### src/hdl/rspe_pkg.sv
// ----------------------------------------------------------------------------
// rspe_pkg
// Shared constants, types and GF(256) arithmetic for the Reed-Solomon parity
// encoder.
// ----------------------------------------------------------------------------
package rspe_pkg;

   localparam int MAX_PARITY   = 32;
   localparam int RESET_PARITY = 10;
   localparam int CFG_W        = 6;
   localparam int CNT_W        = $clog2(MAX_PARITY + 1);
   localparam int IDX_W        = $clog2(MAX_PARITY);
   localparam int CMP_W        = (CNT_W > CFG_W) ? CNT_W : CFG_W;

   localparam int QUEUE_DEPTH  = 4;
   localparam int QPTR_W       = $clog2(QUEUE_DEPTH);
   localparam int QCNT_W       = $clog2(QUEUE_DEPTH + 1);

   // Low byte of the field polynomial x^8+x^4+x^3+x^2+1.
   localparam logic [7:0] GF_POLY_LOW = 8'h1D;
   localparam logic [7:0] GF_ONE      = 8'h01;
   localparam logic [7:0] GF_ALPHA    = 8'h02;

   typedef logic [7:0] gf_byte_type;
   typedef gf_byte_type [MAX_PARITY-1:0] coef_vec_type;

   typedef struct packed {
      gf_byte_type data_byte;
      logic        block_end;
   } item_type;

   typedef struct packed {
      logic             busy;
      logic [CNT_W-1:0] count;
   } gen_stat_type;

   typedef struct packed {
      logic             load;
      logic [IDX_W-1:0] last_index;
   } emit_load_type;

   // Shift-and-add multiply in GF(256).
   function automatic gf_byte_type gf_mul(input gf_byte_type a, input gf_byte_type b);
      gf_byte_type acc;
      gf_byte_type sh;
      logic        carry;
      acc = '0;
      sh  = a;
      for (int k = 0; k < 8; k++) begin
         if (b[k]) begin
            acc = acc ^ sh;
         end
         carry = sh[7];
         sh    = {sh[6:0], 1'b0};
         if (carry) begin
            sh = sh ^ GF_POLY_LOW;
         end
      end
      return acc;
   endfunction

   // A count of zero means one; anything above the maximum saturates.
   function automatic logic [CNT_W-1:0] clamp_count(input logic [CFG_W-1:0] v);
      logic [CMP_W-1:0] w;
      w = CMP_W'(v);
      if (w == '0) begin
         return CNT_W'(1);
      end else if (w > CMP_W'(MAX_PARITY)) begin
         return CNT_W'(MAX_PARITY);
      end else begin
         return CNT_W'(w);
      end
   endfunction

endpackage

### src/hdl/rspe_genbuild.sv
// ----------------------------------------------------------------------------
// rspe_genbuild
// Builds the generator polynomial one root per cycle after reset or after a
// parity count write.
// ----------------------------------------------------------------------------
module rspe_genbuild import rspe_pkg::*; (
   input  logic             clock,
   input  logic             reset,
   input  logic             cfg_wr,
   input  logic [CFG_W-1:0] cfg_value,
   output gen_stat_type     gen_stat,
   output coef_vec_type     coef
);

   coef_vec_type     poly_ff, poly_in;
   gf_byte_type      root_ff;
   logic [CNT_W-1:0] count_ff;
   logic [CNT_W-1:0] step_ff, step_in;
   logic             busy_ff;

   // Multiply the running product by (x - root); subtraction is XOR here.
   always_comb begin
      poly_in[0] = gf_mul(poly_ff[0], root_ff);
      for (int j = 1; j < MAX_PARITY; j++) begin
         poly_in[j] = poly_ff[j-1] ^ gf_mul(poly_ff[j], root_ff);
      end
      step_in = step_ff + 1'b1;
   end

   always_ff @(posedge clock) begin
      if (reset || cfg_wr) begin
         count_ff <= reset ? CNT_W'(RESET_PARITY) : clamp_count(cfg_value);
         busy_ff  <= 1'b1;
         step_ff  <= '0;
         root_ff  <= GF_ONE;
         poly_ff  <= {{(MAX_PARITY-1){8'h00}}, GF_ONE};
      end else if (busy_ff) begin
         poly_ff <= poly_in;
         root_ff <= gf_mul(root_ff, GF_ALPHA);
         step_ff <= step_in;
         if (step_in == count_ff) begin
            busy_ff <= 1'b0;
         end
      end
   end

   assign gen_stat.busy  = busy_ff;
   assign gen_stat.count = count_ff;
   assign coef           = poly_ff;

endmodule

### config.mk
export PLATFORM = sky130hd
export DESIGN_NAME = rspe_genbuild
export DESIGN_NICKNAME = d
export VERILOG_FILES = /design/src/hdl/rspe_pkg.sv /design/src/hdl/rspe_genbuild.sv
export SDC_FILE = /design/constraint.sdc
export NUM_CORES = 2
export LEC_CHECK = 0
export ABC_AREA = 1
export ABC_CLOCK_PERIOD_IN_PS = 5700
export BUFFER_PORTS_ARGS = -buffer_cell sky130_fd_sc_hd__buf_4
export CORE_UTILIZATION = 40
export CTS_BUF_LIST = sky130_fd_sc_hd__clkbuf_4 sky130_fd_sc_hd__clkbuf_8 sky130_fd_sc_hd__clkbuf_16
export DETAILED_ROUTE_END_ITERATION = 10
export GPL_ROUTABILITY_DRIVEN = 0
export HOLD_SLACK_MARGIN = 0.15
export PLACE_DENSITY = 0.66
export SETUP_SLACK_MARGIN = 0.05
export SYNTH_ARGS = -nofsm -noshare
export SYNTH_HDL_FRONTEND = slang
export SYNTH_SLANG_ARGS = --single-unit
### constraint.sdc
create_clock -name clock -period 5.7 [get_ports clock]
set_input_delay 1.14 -clock clock [delete_from_list [all_inputs] [get_ports clock]]
set_output_delay 1.14 -clock clock [all_outputs]
set_load 0.02 [all_outputs]
==> metrics <==
result of the run complete, but fails checks; failing checks DRC; DR vias/cell 5.25; Die H between 300 and 400 um; reg-to-reg slack, setup 2.32 ns; Period minus WS final 3.38 ns; register area 0.00564 mm^2; met2 GRT Util 46.8%; final WL between 150 and 200 mm; power consumption about 6.4 mW; post-layout util roughly 43%; largest net degree at the start of global routing 156; R2R depth 13; area grow syn2layout 7.33%; Die Wd 370 um; Slew Viols, Final 0; Tot GR Track Use 27.6%; Detailed Routing Iterations Pass 1 10; Syn Nets 10.2k; fin nets 10.1k; worst-case clock buffer depth 3; Ys Warns 0; origin of the worst setup path root_ff[2]$_SDFFE_PP0P_; Lkg Pwr 28.1 nW; die area 0.137 mm^2; final hold slack slightly above 0.5 ns; layout cells sized above 1 5.49%; GR Layer Usage met1 35.0%; unrepaired setup endpoints after global routing no; Fin. Hold Viols 0; Fillers about 15k; Routed Antenna Nets 0; distinct cell type count after synthesis 44; Required @ worst endpoint 6.25 ns; hold buffers post-CTS 0; non-filler cells, final 11.9k; crit path capture type flip-flop; vias in the first global route 57.2k; setup TNS 0 ns; Post-Syn Instances about 10k; synthesized flop and latch total 277; drt drc 18; CTS root buf clkbuf_16; Starting Density between 40% and 50%; worst reg2reg endpoint coef[58]$_SDFFE_PP0P_; Seq/Total Area, Yosys 10.4%; skew final roughly 0.021 ns; crit path DAT 3.93 ns; worst hold start step_ff[5]$_SDFFE_PP0P_; # resized after CTS 0; Slew HR 25.0%; Multi-input gate area approximately 0.042 mm^2; hold path depth 2; Worst Max-Slew Pin Slew 1.12 ns; Critical Path Source Type flip-flop; syn avg cell area 5.30 um^2; placed cells approximately 12k; Worst Hold End step_ff[5]$_SDFFE_PP0P_; htree depth 2; Worst IR Drop VDD 206 uV; crit share post-route 59.4%; post-place setup slack roughly 2.2 ns; Post-Syn Area 0.0541 mm^2; port buffer count roughly 270; 1st-iter DRT viols 6037; worst r2r src root_ff[2]$_SDFFE_PP0P_; total grt overflow 0; Fmax between 200 and 300 MHz; DP Wirelength between 100 and 150 mm; met3 Track Usage GR 4.76%; FP Rows around 130; Area after DPL roughly 0.056 mm^2; maxcap violations 0; PD cells ~110 mW/mm^2; Final Cell Area around 0.058 mm^2; first-pass GRT wire length 308 mm; final setup margin 2.32 ns; clk sinks 277; number of antenna violations at the first check in global routing 0; routed vias 62.4k; core outline area approximately 0.13 mm^2; CTS tree done; routed len/inst about 16 um; setup violators final 0; crit path kind flip-flop to flip-flop; min-delay worst type flip-flop to flip-flop; CTS Buf Count 47; Critical Path Fanout Max 80; global routing's busiest layer met2; insertion delay to the later sink of the worst-skew pair 0.65 ns; Worst-path clk slew 0.06 ns; # diodes 0; io pins approximately 270; Post-CTS Setup Bufs 0
==> sequential cells by signal, indices dropped and copies added, names as in the netlist <==
register  cells
count_ff      6
step_ff       6
root_ff       8
busy_ff       1
coef        256
==> power by group <==
group / internal [mW] / leakage (nW) / total [mW] / switching, mW
clock network: 2.05 / 0.850 / 3.38 / 1.33
logic: 0.278 / 25.0 / 0.983 / 0.705
registers: 1.97 / 2.25 / 2.07 / 0.100
==> logic make-up after synthesis <==
kind of cell | after synthesis | synth area share (%)
flops | 277 | 10.4
compound gates | 660 | 6.41
simple gates | 6197 | 46.7
xor+xnor | 1459 | 24.1
buf+inv | 1612 | 12.4
fa+ha+maj | 1 | 0.0231
==> layout by cell type, fill, tap and decap left out, types with 12 or more instances in the layout <==
cell / netlist / layout
nor2_1: 728 / 727
o21bai_1: 19 / 19
nand2_2: 39 / 39
o21ai_0: 282 / 282
nand2b_1: 14 / 14
clkinv_2: 0 / 12
buf_4: 67 / 301
nand2_1: 4252 / 4252
nand3_1: 935 / 935
inv_1: 1084 / 1082
xor2_2: 16 / 16
xnor2_1: 633 / 633
o21ai_1: 18 / 18
xnor2_2: 17 / 17
nand4_1: 52 / 52
clkbuf_16: 0 / 48
or2_1: 33 / 33
xor2_1: 792 / 792
o211ai_1: 15 / 15
inv_2: 31 / 25
dfxtp_1: 271 / 262
o221ai_1: 16 / 16
or2_2: 29 / 29
a21oi_1: 300 / 300
nand3b_1: 99 / 99
==> Yosys cell counts, drive strengths merged <==
library cell | number | share of area, %
inv | 1119 | 7.8
nor2 | 729 | 5.1
o221ai | 16 | 0.26
nand3b | 99 | 1.4
nand4 | 52 | 0.60
xnor2 | 650 | 11
nand2 | 4295 | 30
nand3 | 936 | 8.7
nand2b | 14 | 0.16
and2 | 2 | 0.025
nor3 | 3 | 0.028
o22ai | 4 | 0.046
dfxtp | 271 | 10
nor4 | 1 | 0.012
edfxtp | 6 | 0.33
clkinv | 1 | 0.0069
o21ai | 300 | 2.8
or2 | 65 | 0.75
a21o | 5 | 0.069
o211ai | 15 | 0.21
o21a | 1 | 0.014
xor2 | 809 | 13
ha | 1 | 0.023
buf | 351 | 3.6
clkbuf | 141 | 0.98
o21bai | 19 | 0.26
nor3b | 1 | 0.014
a21oi | 300 | 2.8
==> layout make-up <==
| class | count | share of cell area, % |
|---|---|---|
| flip-flops and latches | 277 | 9.71 |
| clock inverters | 30 | 0.696 |
| clock buffers | 58 | 2.26 |
| repair buffers | 311 | 4.23 |
| multi-input cells | 8317 | 72.0 |
| inverters | 1120 | 7.32 |
| well taps | 1768 | 3.81 |
==> worst max path at each step <==
stage	end	slack, ns
floorplan	coef[105]$_SDFFE_PP0P_	3.36
global route	coef[58]$_SDFFE_PP0P_	2.18
finish	coef[58]$_SDFFE_PP0P_	2.32
CTS	coef[58]$_SDFFE_PP0P_	2.42
detailed placement	root_ff[4]$_SDFFE_PP0P_	2.23
global placement	root_ff[4]$_SDFFE_PP0P_	2.26
==> worst max-delay path, cell delays in order (launching register included) <==
cell	delay [ns]
dfxtp_4	0.60
inv_6	0.83
buf_4	0.62
nor2_1	0.13
xnor2_1	0.16
or2_2	0.29
nand2_1	0.07
nand2_1	0.06
nand3b_1	0.12
nand2_1	0.07
nand2_1	0.07
nand3_1	0.09
nand2_1	0.09
inv_1	0.04
==> layer usage <==
metal  vias to the layer above  wire length (um)
met5                         -                 0
met1                     28519             81600
met3                       458             17900
li1                      30876                 -
met2                      2571             90100
met4                         0              6000
(Power assumes the default switching activity.)
