$ cat config.mk
export PLATFORM = sky130hd
export DESIGN_NAME = rspe_front_flat
export DESIGN_NICKNAME = d
export VERILOG_FILES = /design/src/hdl/rspe_pkg.sv /design/src/hdl/rspe_if.sv /design/src/hdl/rspe_front.sv /design/src/flat_wrapper.sv
export SDC_FILE = /design/constraint.sdc
export NUM_CORES = 1
export LEC_CHECK = 0
export BUFFER_PORTS_ARGS = -buffer_cell sky130_fd_sc_hd__buf_2
export CAP_MARGIN = 0
export CELL_PAD_IN_SITES_DETAIL_PLACEMENT = 2
export CELL_PAD_IN_SITES_GLOBAL_PLACEMENT = 2
export CORE_ASPECT_RATIO = 0.7
export CORE_UTILIZATION = 37
export DETAILED_ROUTE_END_ITERATION = 8
export HOLD_SLACK_MARGIN = 0.02
export PLACE_DENSITY = 0.82
export SLEW_MARGIN = 40
export SYNTH_ARGS = -nofsm -noshare
export SYNTH_HDL_FRONTEND = slang
export SYNTH_SLANG_ARGS = --single-unit
$ cat constraint.sdc
create_clock -name clock -period 2.3 [get_ports clock]
set_input_delay 0.345 -clock clock [delete_from_list [all_inputs] [get_ports clock]]
set_output_delay 0.345 -clock clock [all_outputs]
set_load 0.01 [all_outputs]
$ cat src/hdl/rspe_pkg.sv
// ----------------------------------------------------------------------------
// rspe_pkg
// Shared constants, types and GF(256) arithmetic for the Reed-Solomon parity
// encoder.
// ----------------------------------------------------------------------------
package rspe_pkg;

   localparam int MAX_PARITY   = 32;
   localparam int RESET_PARITY = 10;
   localparam int CFG_W        = 6;
   localparam int CNT_W        = $clog2(MAX_PARITY + 1);
   localparam int IDX_W        = $clog2(MAX_PARITY);
   localparam int CMP_W        = (CNT_W > CFG_W) ? CNT_W : CFG_W;

   localparam int QUEUE_DEPTH  = 4;
   localparam int QPTR_W       = $clog2(QUEUE_DEPTH);
   localparam int QCNT_W       = $clog2(QUEUE_DEPTH + 1);

   // Low byte of the field polynomial x^8+x^4+x^3+x^2+1.
   localparam logic [7:0] GF_POLY_LOW = 8'h1D;
   localparam logic [7:0] GF_ONE      = 8'h01;
   localparam logic [7:0] GF_ALPHA    = 8'h02;

   typedef logic [7:0] gf_byte_type;
   typedef gf_byte_type [MAX_PARITY-1:0] coef_vec_type;

   typedef struct packed {
      gf_byte_type data_byte;
      logic        block_end;
   } item_type;

   typedef struct packed {
      logic             busy;
      logic [CNT_W-1:0] count;
   } gen_stat_type;

   typedef struct packed {
      logic             load;
      logic [IDX_W-1:0] last_index;
   } emit_load_type;

   // Shift-and-add multiply in GF(256).
   function automatic gf_byte_type gf_mul(input gf_byte_type a, input gf_byte_type b);
      gf_byte_type acc;
      gf_byte_type sh;
      logic        carry;
      acc = '0;
      sh  = a;
      for (int k = 0; k < 8; k++) begin
         if (b[k]) begin
            acc = acc ^ sh;
         end
         carry = sh[7];
         sh    = {sh[6:0], 1'b0};
         if (carry) begin
            sh = sh ^ GF_POLY_LOW;
         end
      end
      return acc;
   endfunction

   // A count of zero means one; anything above the maximum saturates.
   function automatic logic [CNT_W-1:0] clamp_count(input logic [CFG_W-1:0] v);
      logic [CMP_W-1:0] w;
      w = CMP_W'(v);
      if (w == '0) begin
         return CNT_W'(1);
      end else if (w > CMP_W'(MAX_PARITY)) begin
         return CNT_W'(MAX_PARITY);
      end else begin
         return CNT_W'(w);
      end
   endfunction

endpackage

$ cat src/hdl/rspe_if.sv
// ----------------------------------------------------------------------------
// rspe channel interfaces
// Valid/ready channels for data requests, parity results and the parity
// count register write.
// ----------------------------------------------------------------------------
interface rspe_req_if import rspe_pkg::*; ();
   logic        valid;
   logic        ready;
   gf_byte_type data_byte;
   logic        block_end;

   modport source (output valid, output data_byte, output block_end, input ready);
   modport sink   (input valid, input data_byte, input block_end, output ready);
endinterface


$ cat src/hdl/rspe_front.sv
// ----------------------------------------------------------------------------
// rspe_front
// Accepts data requests and holds them in a short queue for the division
// register.
// ----------------------------------------------------------------------------
module rspe_front import rspe_pkg::*; (
   input  logic       clock,
   input  logic       reset,
   rspe_req_if.sink   req_chan,
   output logic       q_valid,
   output item_type   q_item,
   input  logic       q_pop
);

   item_type          mem_ff [QUEUE_DEPTH];
   logic [QPTR_W-1:0] wr_ptr_ff, wr_ptr_in;
   logic [QPTR_W-1:0] rd_ptr_ff, rd_ptr_in;
   logic [QCNT_W-1:0] count_ff, count_in;
   logic              push;
   item_type          item_in;

   assign req_chan.ready = (count_ff != QCNT_W'(QUEUE_DEPTH));
   assign push           = req_chan.valid && req_chan.ready;
   assign q_valid        = (count_ff != '0);
   assign q_item         = mem_ff[rd_ptr_ff];

   always_comb begin
      item_in.data_byte = req_chan.data_byte;
      item_in.block_end = req_chan.block_end;

      wr_ptr_in = wr_ptr_ff;
      rd_ptr_in = rd_ptr_ff;
      count_in  = count_ff;
      if (push) begin
         wr_ptr_in = (wr_ptr_ff == QPTR_W'(QUEUE_DEPTH - 1)) ? '0 : wr_ptr_ff + 1'b1;
      end
      if (q_pop) begin
         rd_ptr_in = (rd_ptr_ff == QPTR_W'(QUEUE_DEPTH - 1)) ? '0 : rd_ptr_ff + 1'b1;
      end
      case ({push, q_pop})
         2'b10:   count_in = count_ff + 1'b1;
         2'b01:   count_in = count_ff - 1'b1;
         default: count_in = count_ff;
      endcase
   end

   always_ff @(posedge clock) begin
      if (reset) begin
         wr_ptr_ff <= '0;
         rd_ptr_ff <= '0;
         count_ff  <= '0;
      end else begin
         wr_ptr_ff <= wr_ptr_in;
         rd_ptr_ff <= rd_ptr_in;
         count_ff  <= count_in;
      end
   end

   always_ff @(posedge clock) begin
      if (push) begin
         mem_ff[wr_ptr_ff] <= item_in;
      end
   end

endmodule

$ cat src/flat_wrapper.sv
// flat-port wrapper written by rule: the top's interface ports become plain ports
module rspe_front_flat import rspe_pkg::*;
  (clock, reset, q_valid, q_item, q_pop, req_chan_valid, req_chan_data_byte, req_chan_block_end, req_chan_ready);
  rspe_req_if req_chan_i ();
  input  logic clock;
  input  logic reset;
  output logic q_valid;
  output item_type q_item;
  input  logic q_pop;
  input wire logic [$bits(req_chan_i.valid)-1:0] req_chan_valid;
  input wire logic [$bits(req_chan_i.data_byte)-1:0] req_chan_data_byte;
  input wire logic [$bits(req_chan_i.block_end)-1:0] req_chan_block_end;
  output wire logic [$bits(req_chan_i.ready)-1:0] req_chan_ready;
  assign req_chan_i.valid = req_chan_valid;
  assign req_chan_i.data_byte = req_chan_data_byte;
  assign req_chan_i.block_end = req_chan_block_end;
  assign req_chan_ready = req_chan_i.ready;
  rspe_front u_core (.clock(clock), .reset(reset), .req_chan(req_chan_i), .q_valid(q_valid), .q_item(q_item), .q_pop(q_pop));
endmodule
==> flow_summary.ini <==
[global_routing]
grt_pass1_wl_um = 5800
grtUsageTotal_pct = 16.9
grt_max_degree = 17
grt_overflow_total = 0
grt_pass1_vias = 1074
antenna_found_initial = 0

[cells_and_area]
antenna-diode-count = 0
nets = 147
drive_above_1_share_pct = 40.6
fin_area_sq_um = 2080
nFillCells = 409
layout.cells.non_filler = 183
syn2layout_area_growth_pct = 16.7
final_core_util_pct = 46.4

[outcome]
violations = DRC
status = finished, violations left

[critical_path]
critPathKind = reg2reg
crit_path_max_fanout = 4
crit_path_start_kind = flop
cp-end-kind = flop
cp.arrival_ns = 2.41
required_ns = 2.54

[logic_synthesis]
ys_types = 25
synth_warnings = 0
syn-num-nets = 118
syn-cell-area_sq_um = 1780
ys_ff_latch = 45
avgSynthCellArea_sq_um = 18.2
ys_seq_area_share_pct = 70.8
synthCells = 98

[clock_network]
cts_tree = done
cts_hold_buf = 0
cts_sinks = 45
htree_levels = 2
clockBufferDepth = 2
cts_inserted_buffers = 5
cts_root_buffer = clkbuf_8
insertion_delay_ns = 0.31
clk_pin_slew_ns = 0.09

[drt]
vias = 913
wire_per_inst_um = 20.7
drt_iter0_drc = 24
first_pass_iters = 6
ant_nets = 0
drt-total-wl_um = 3780
vias_per_cell = 4.99
drcViolationCount = 1

[pwr]
total_power_mw = 1.77
cellLeakagePower_nw = 0.754
power_density_nw_per_um2 = 852
max-vdd-ir-drop_mv = 0.387

[floorplan]
pin_count = 24
die_x_um = 84.9
die_y_um = 60.0
start_util_pct = 39.7
core-area_sq_um = 4480
num_rows = 20
dieArea_sq_um = 5100

[placed_design]
place_congestion = 0.736
io_buffers = 23
dpl-instance-area_sq_um = 1960
dp_cells = 174
hpwlAfterDp_um = 2750
dp_slack_ns = 0.0149

[job]
drv_cap = 0

[sta]
max_freq_ghz = 0.460
fin_ws_ns = 0.126
rsz0062_at_grt = false
worst_slew_pin_slew_ns = 0.515
slew_viol_final = 0
skew_ns = 0.0104
hold_ws_ns = 0.255
tns_ns = 0
setup_viol = 0
period_needed_ns = 2.17
hold_viol_final = 0
timing.final.crit_share_pct = 94.5
max_slew_margin_pct = 65.7

[worst_hold_path]
hp-class = in2reg
[final cells by class]
class | count | area, sq um | area share (%)
Multi-Input combinational cell | 43 | 492 | 23.7
Sequential cell | 45 | 1260 | 60.8
Clock inverter | 3 | 25.0 | 1.20
Clock buffer | 5 | 68.8 | 3.31
Inverter | 6 | 22.5 | 1.08
Timing Repair Buffer | 26 | 138 | 6.62
Tap cell | 55 | 68.8 | 3.31
[synth_stat cells]
master	number	area, sq um
mux2i_1	2	20.0
buf_1	1	3.75
or3_2	1	7.51
and3_1	3	18.8
o21ai_0	1	5.00
ha_1	6	75.1
buf_6	1	11.3
clkbuf_1	1	3.75
fa_1	1	20.0
a211o_1	1	8.76
buf_2	1	5.00
dfxtp_1	9	180
nand2_2	1	6.26
inv_1	6	22.5
o21ai_2	1	8.76
nand2b_1	2	12.5
and3_2	1	7.51
or3_1	2	12.5
a21oi_1	3	15.0
or3b_1	1	8.76
mux4_2	9	203
edfxtp_1	36	1080
xor2_1	2	17.5
nor2_1	5	18.8
nor3b_1	1	7.51
[layout by cell type, fill, tap and decap left out, drive strengths merged, types with 2 or more instances in the layout]
master and count:
xor2 2, mux4 9, o21ai 2, clkbuf 5, or3 3, mux2i 2, a21oi 3, inv 7
edfxtp 36, ha 6, nor2 5, buf 26, and3 4, nand2b 2, dfxtp 9
[worst max-delay path: stages, from the launching register on]
cell and delay [ns]:
dfxtp_2 0.35, or3b_4 0.41, nand2_2 0.11, ha_4 0.15
inv_1 0.05, fa_1 0.38, xor2_1 0.19, or3_1 0.33
a21oi_2 0.14
[cells by family (layout without fill, tap and decap cells)]
kind of cell	Yosys count	count (layout)	synth area share, %
muxes	11	11	12.5
and+or+nand+nor	17	17	5.62
DFF	45	45	70.8
AOI/OAI and AO/OA	6	6	2.11
xor gates and xnor gates	2	2	0.984
buffers and inverters	10	40	2.60
adders and majority gates	7	7	5.34
[where the power goes]
| group | internal [mW] | leakage [nW] | switching (mW) | total, mW |
|---|---|---|---|---|
| clock network | 0.219 | 0.0447 | 0.288 | 0.507 |
| registers | 0.949 | 0.405 | 0.0368 | 0.986 |
| logic | 0.130 | 0.304 | 0.148 | 0.278 |
| total | 1.30 | 0.754 | 0.473 | 1.77 |
[what timing repair did]
item                                    CTS  global route
gates cloned                              0             0
setup buffers                             1             0
pin swaps                                 1             0
gates resized for setup                   1             5
endpoints found under the setup margin    1             1
[state kept, by name (all words and copies together), names as in the netlist, named ones only]
signal            cells
u_core.wr_ptr_ff      2
u_core.count_ff       3
u_core.mem_ff        36
u_core.rd_ptr_ff      2
[routing by layer]
| layer | track usage (%) | vias to the layer above | routed length, um |
|---|---|---|---|
| met1 | 17.6 | 459 | 1520 |
| met4 | 7.26 | 0 | 71 |
| li1 | - | 427 | - |
| met5 | 0 | - | 0 |
| met2 | 32.8 | 18 | 2080 |
| met3 | 4.70 | 9 | 113 |
[path summary, 6_finish.rpt]
check                                   from                         endpoint  slack, ns  cells past startpoint
max          u_core.count_ff[0]$_SDFFE_PP0P_  u_core.count_ff[2]$_SDFFE_PP0P_       0.13                      8
min                    req_chan_data_byte[4]    u_core.mem_ff[1][5]$_DFFE_PP_       0.26                      1
max reg2reg  u_core.count_ff[0]$_SDFFE_PP0P_  u_core.count_ff[2]$_SDFFE_PP0P_       0.13                      8
min reg2reg  u_core.count_ff[2]$_SDFFE_PP0P_  u_core.count_ff[2]$_SDFFE_PP0P_       0.54                      2
No activity file was read; power rests on OpenSTA's default activity.
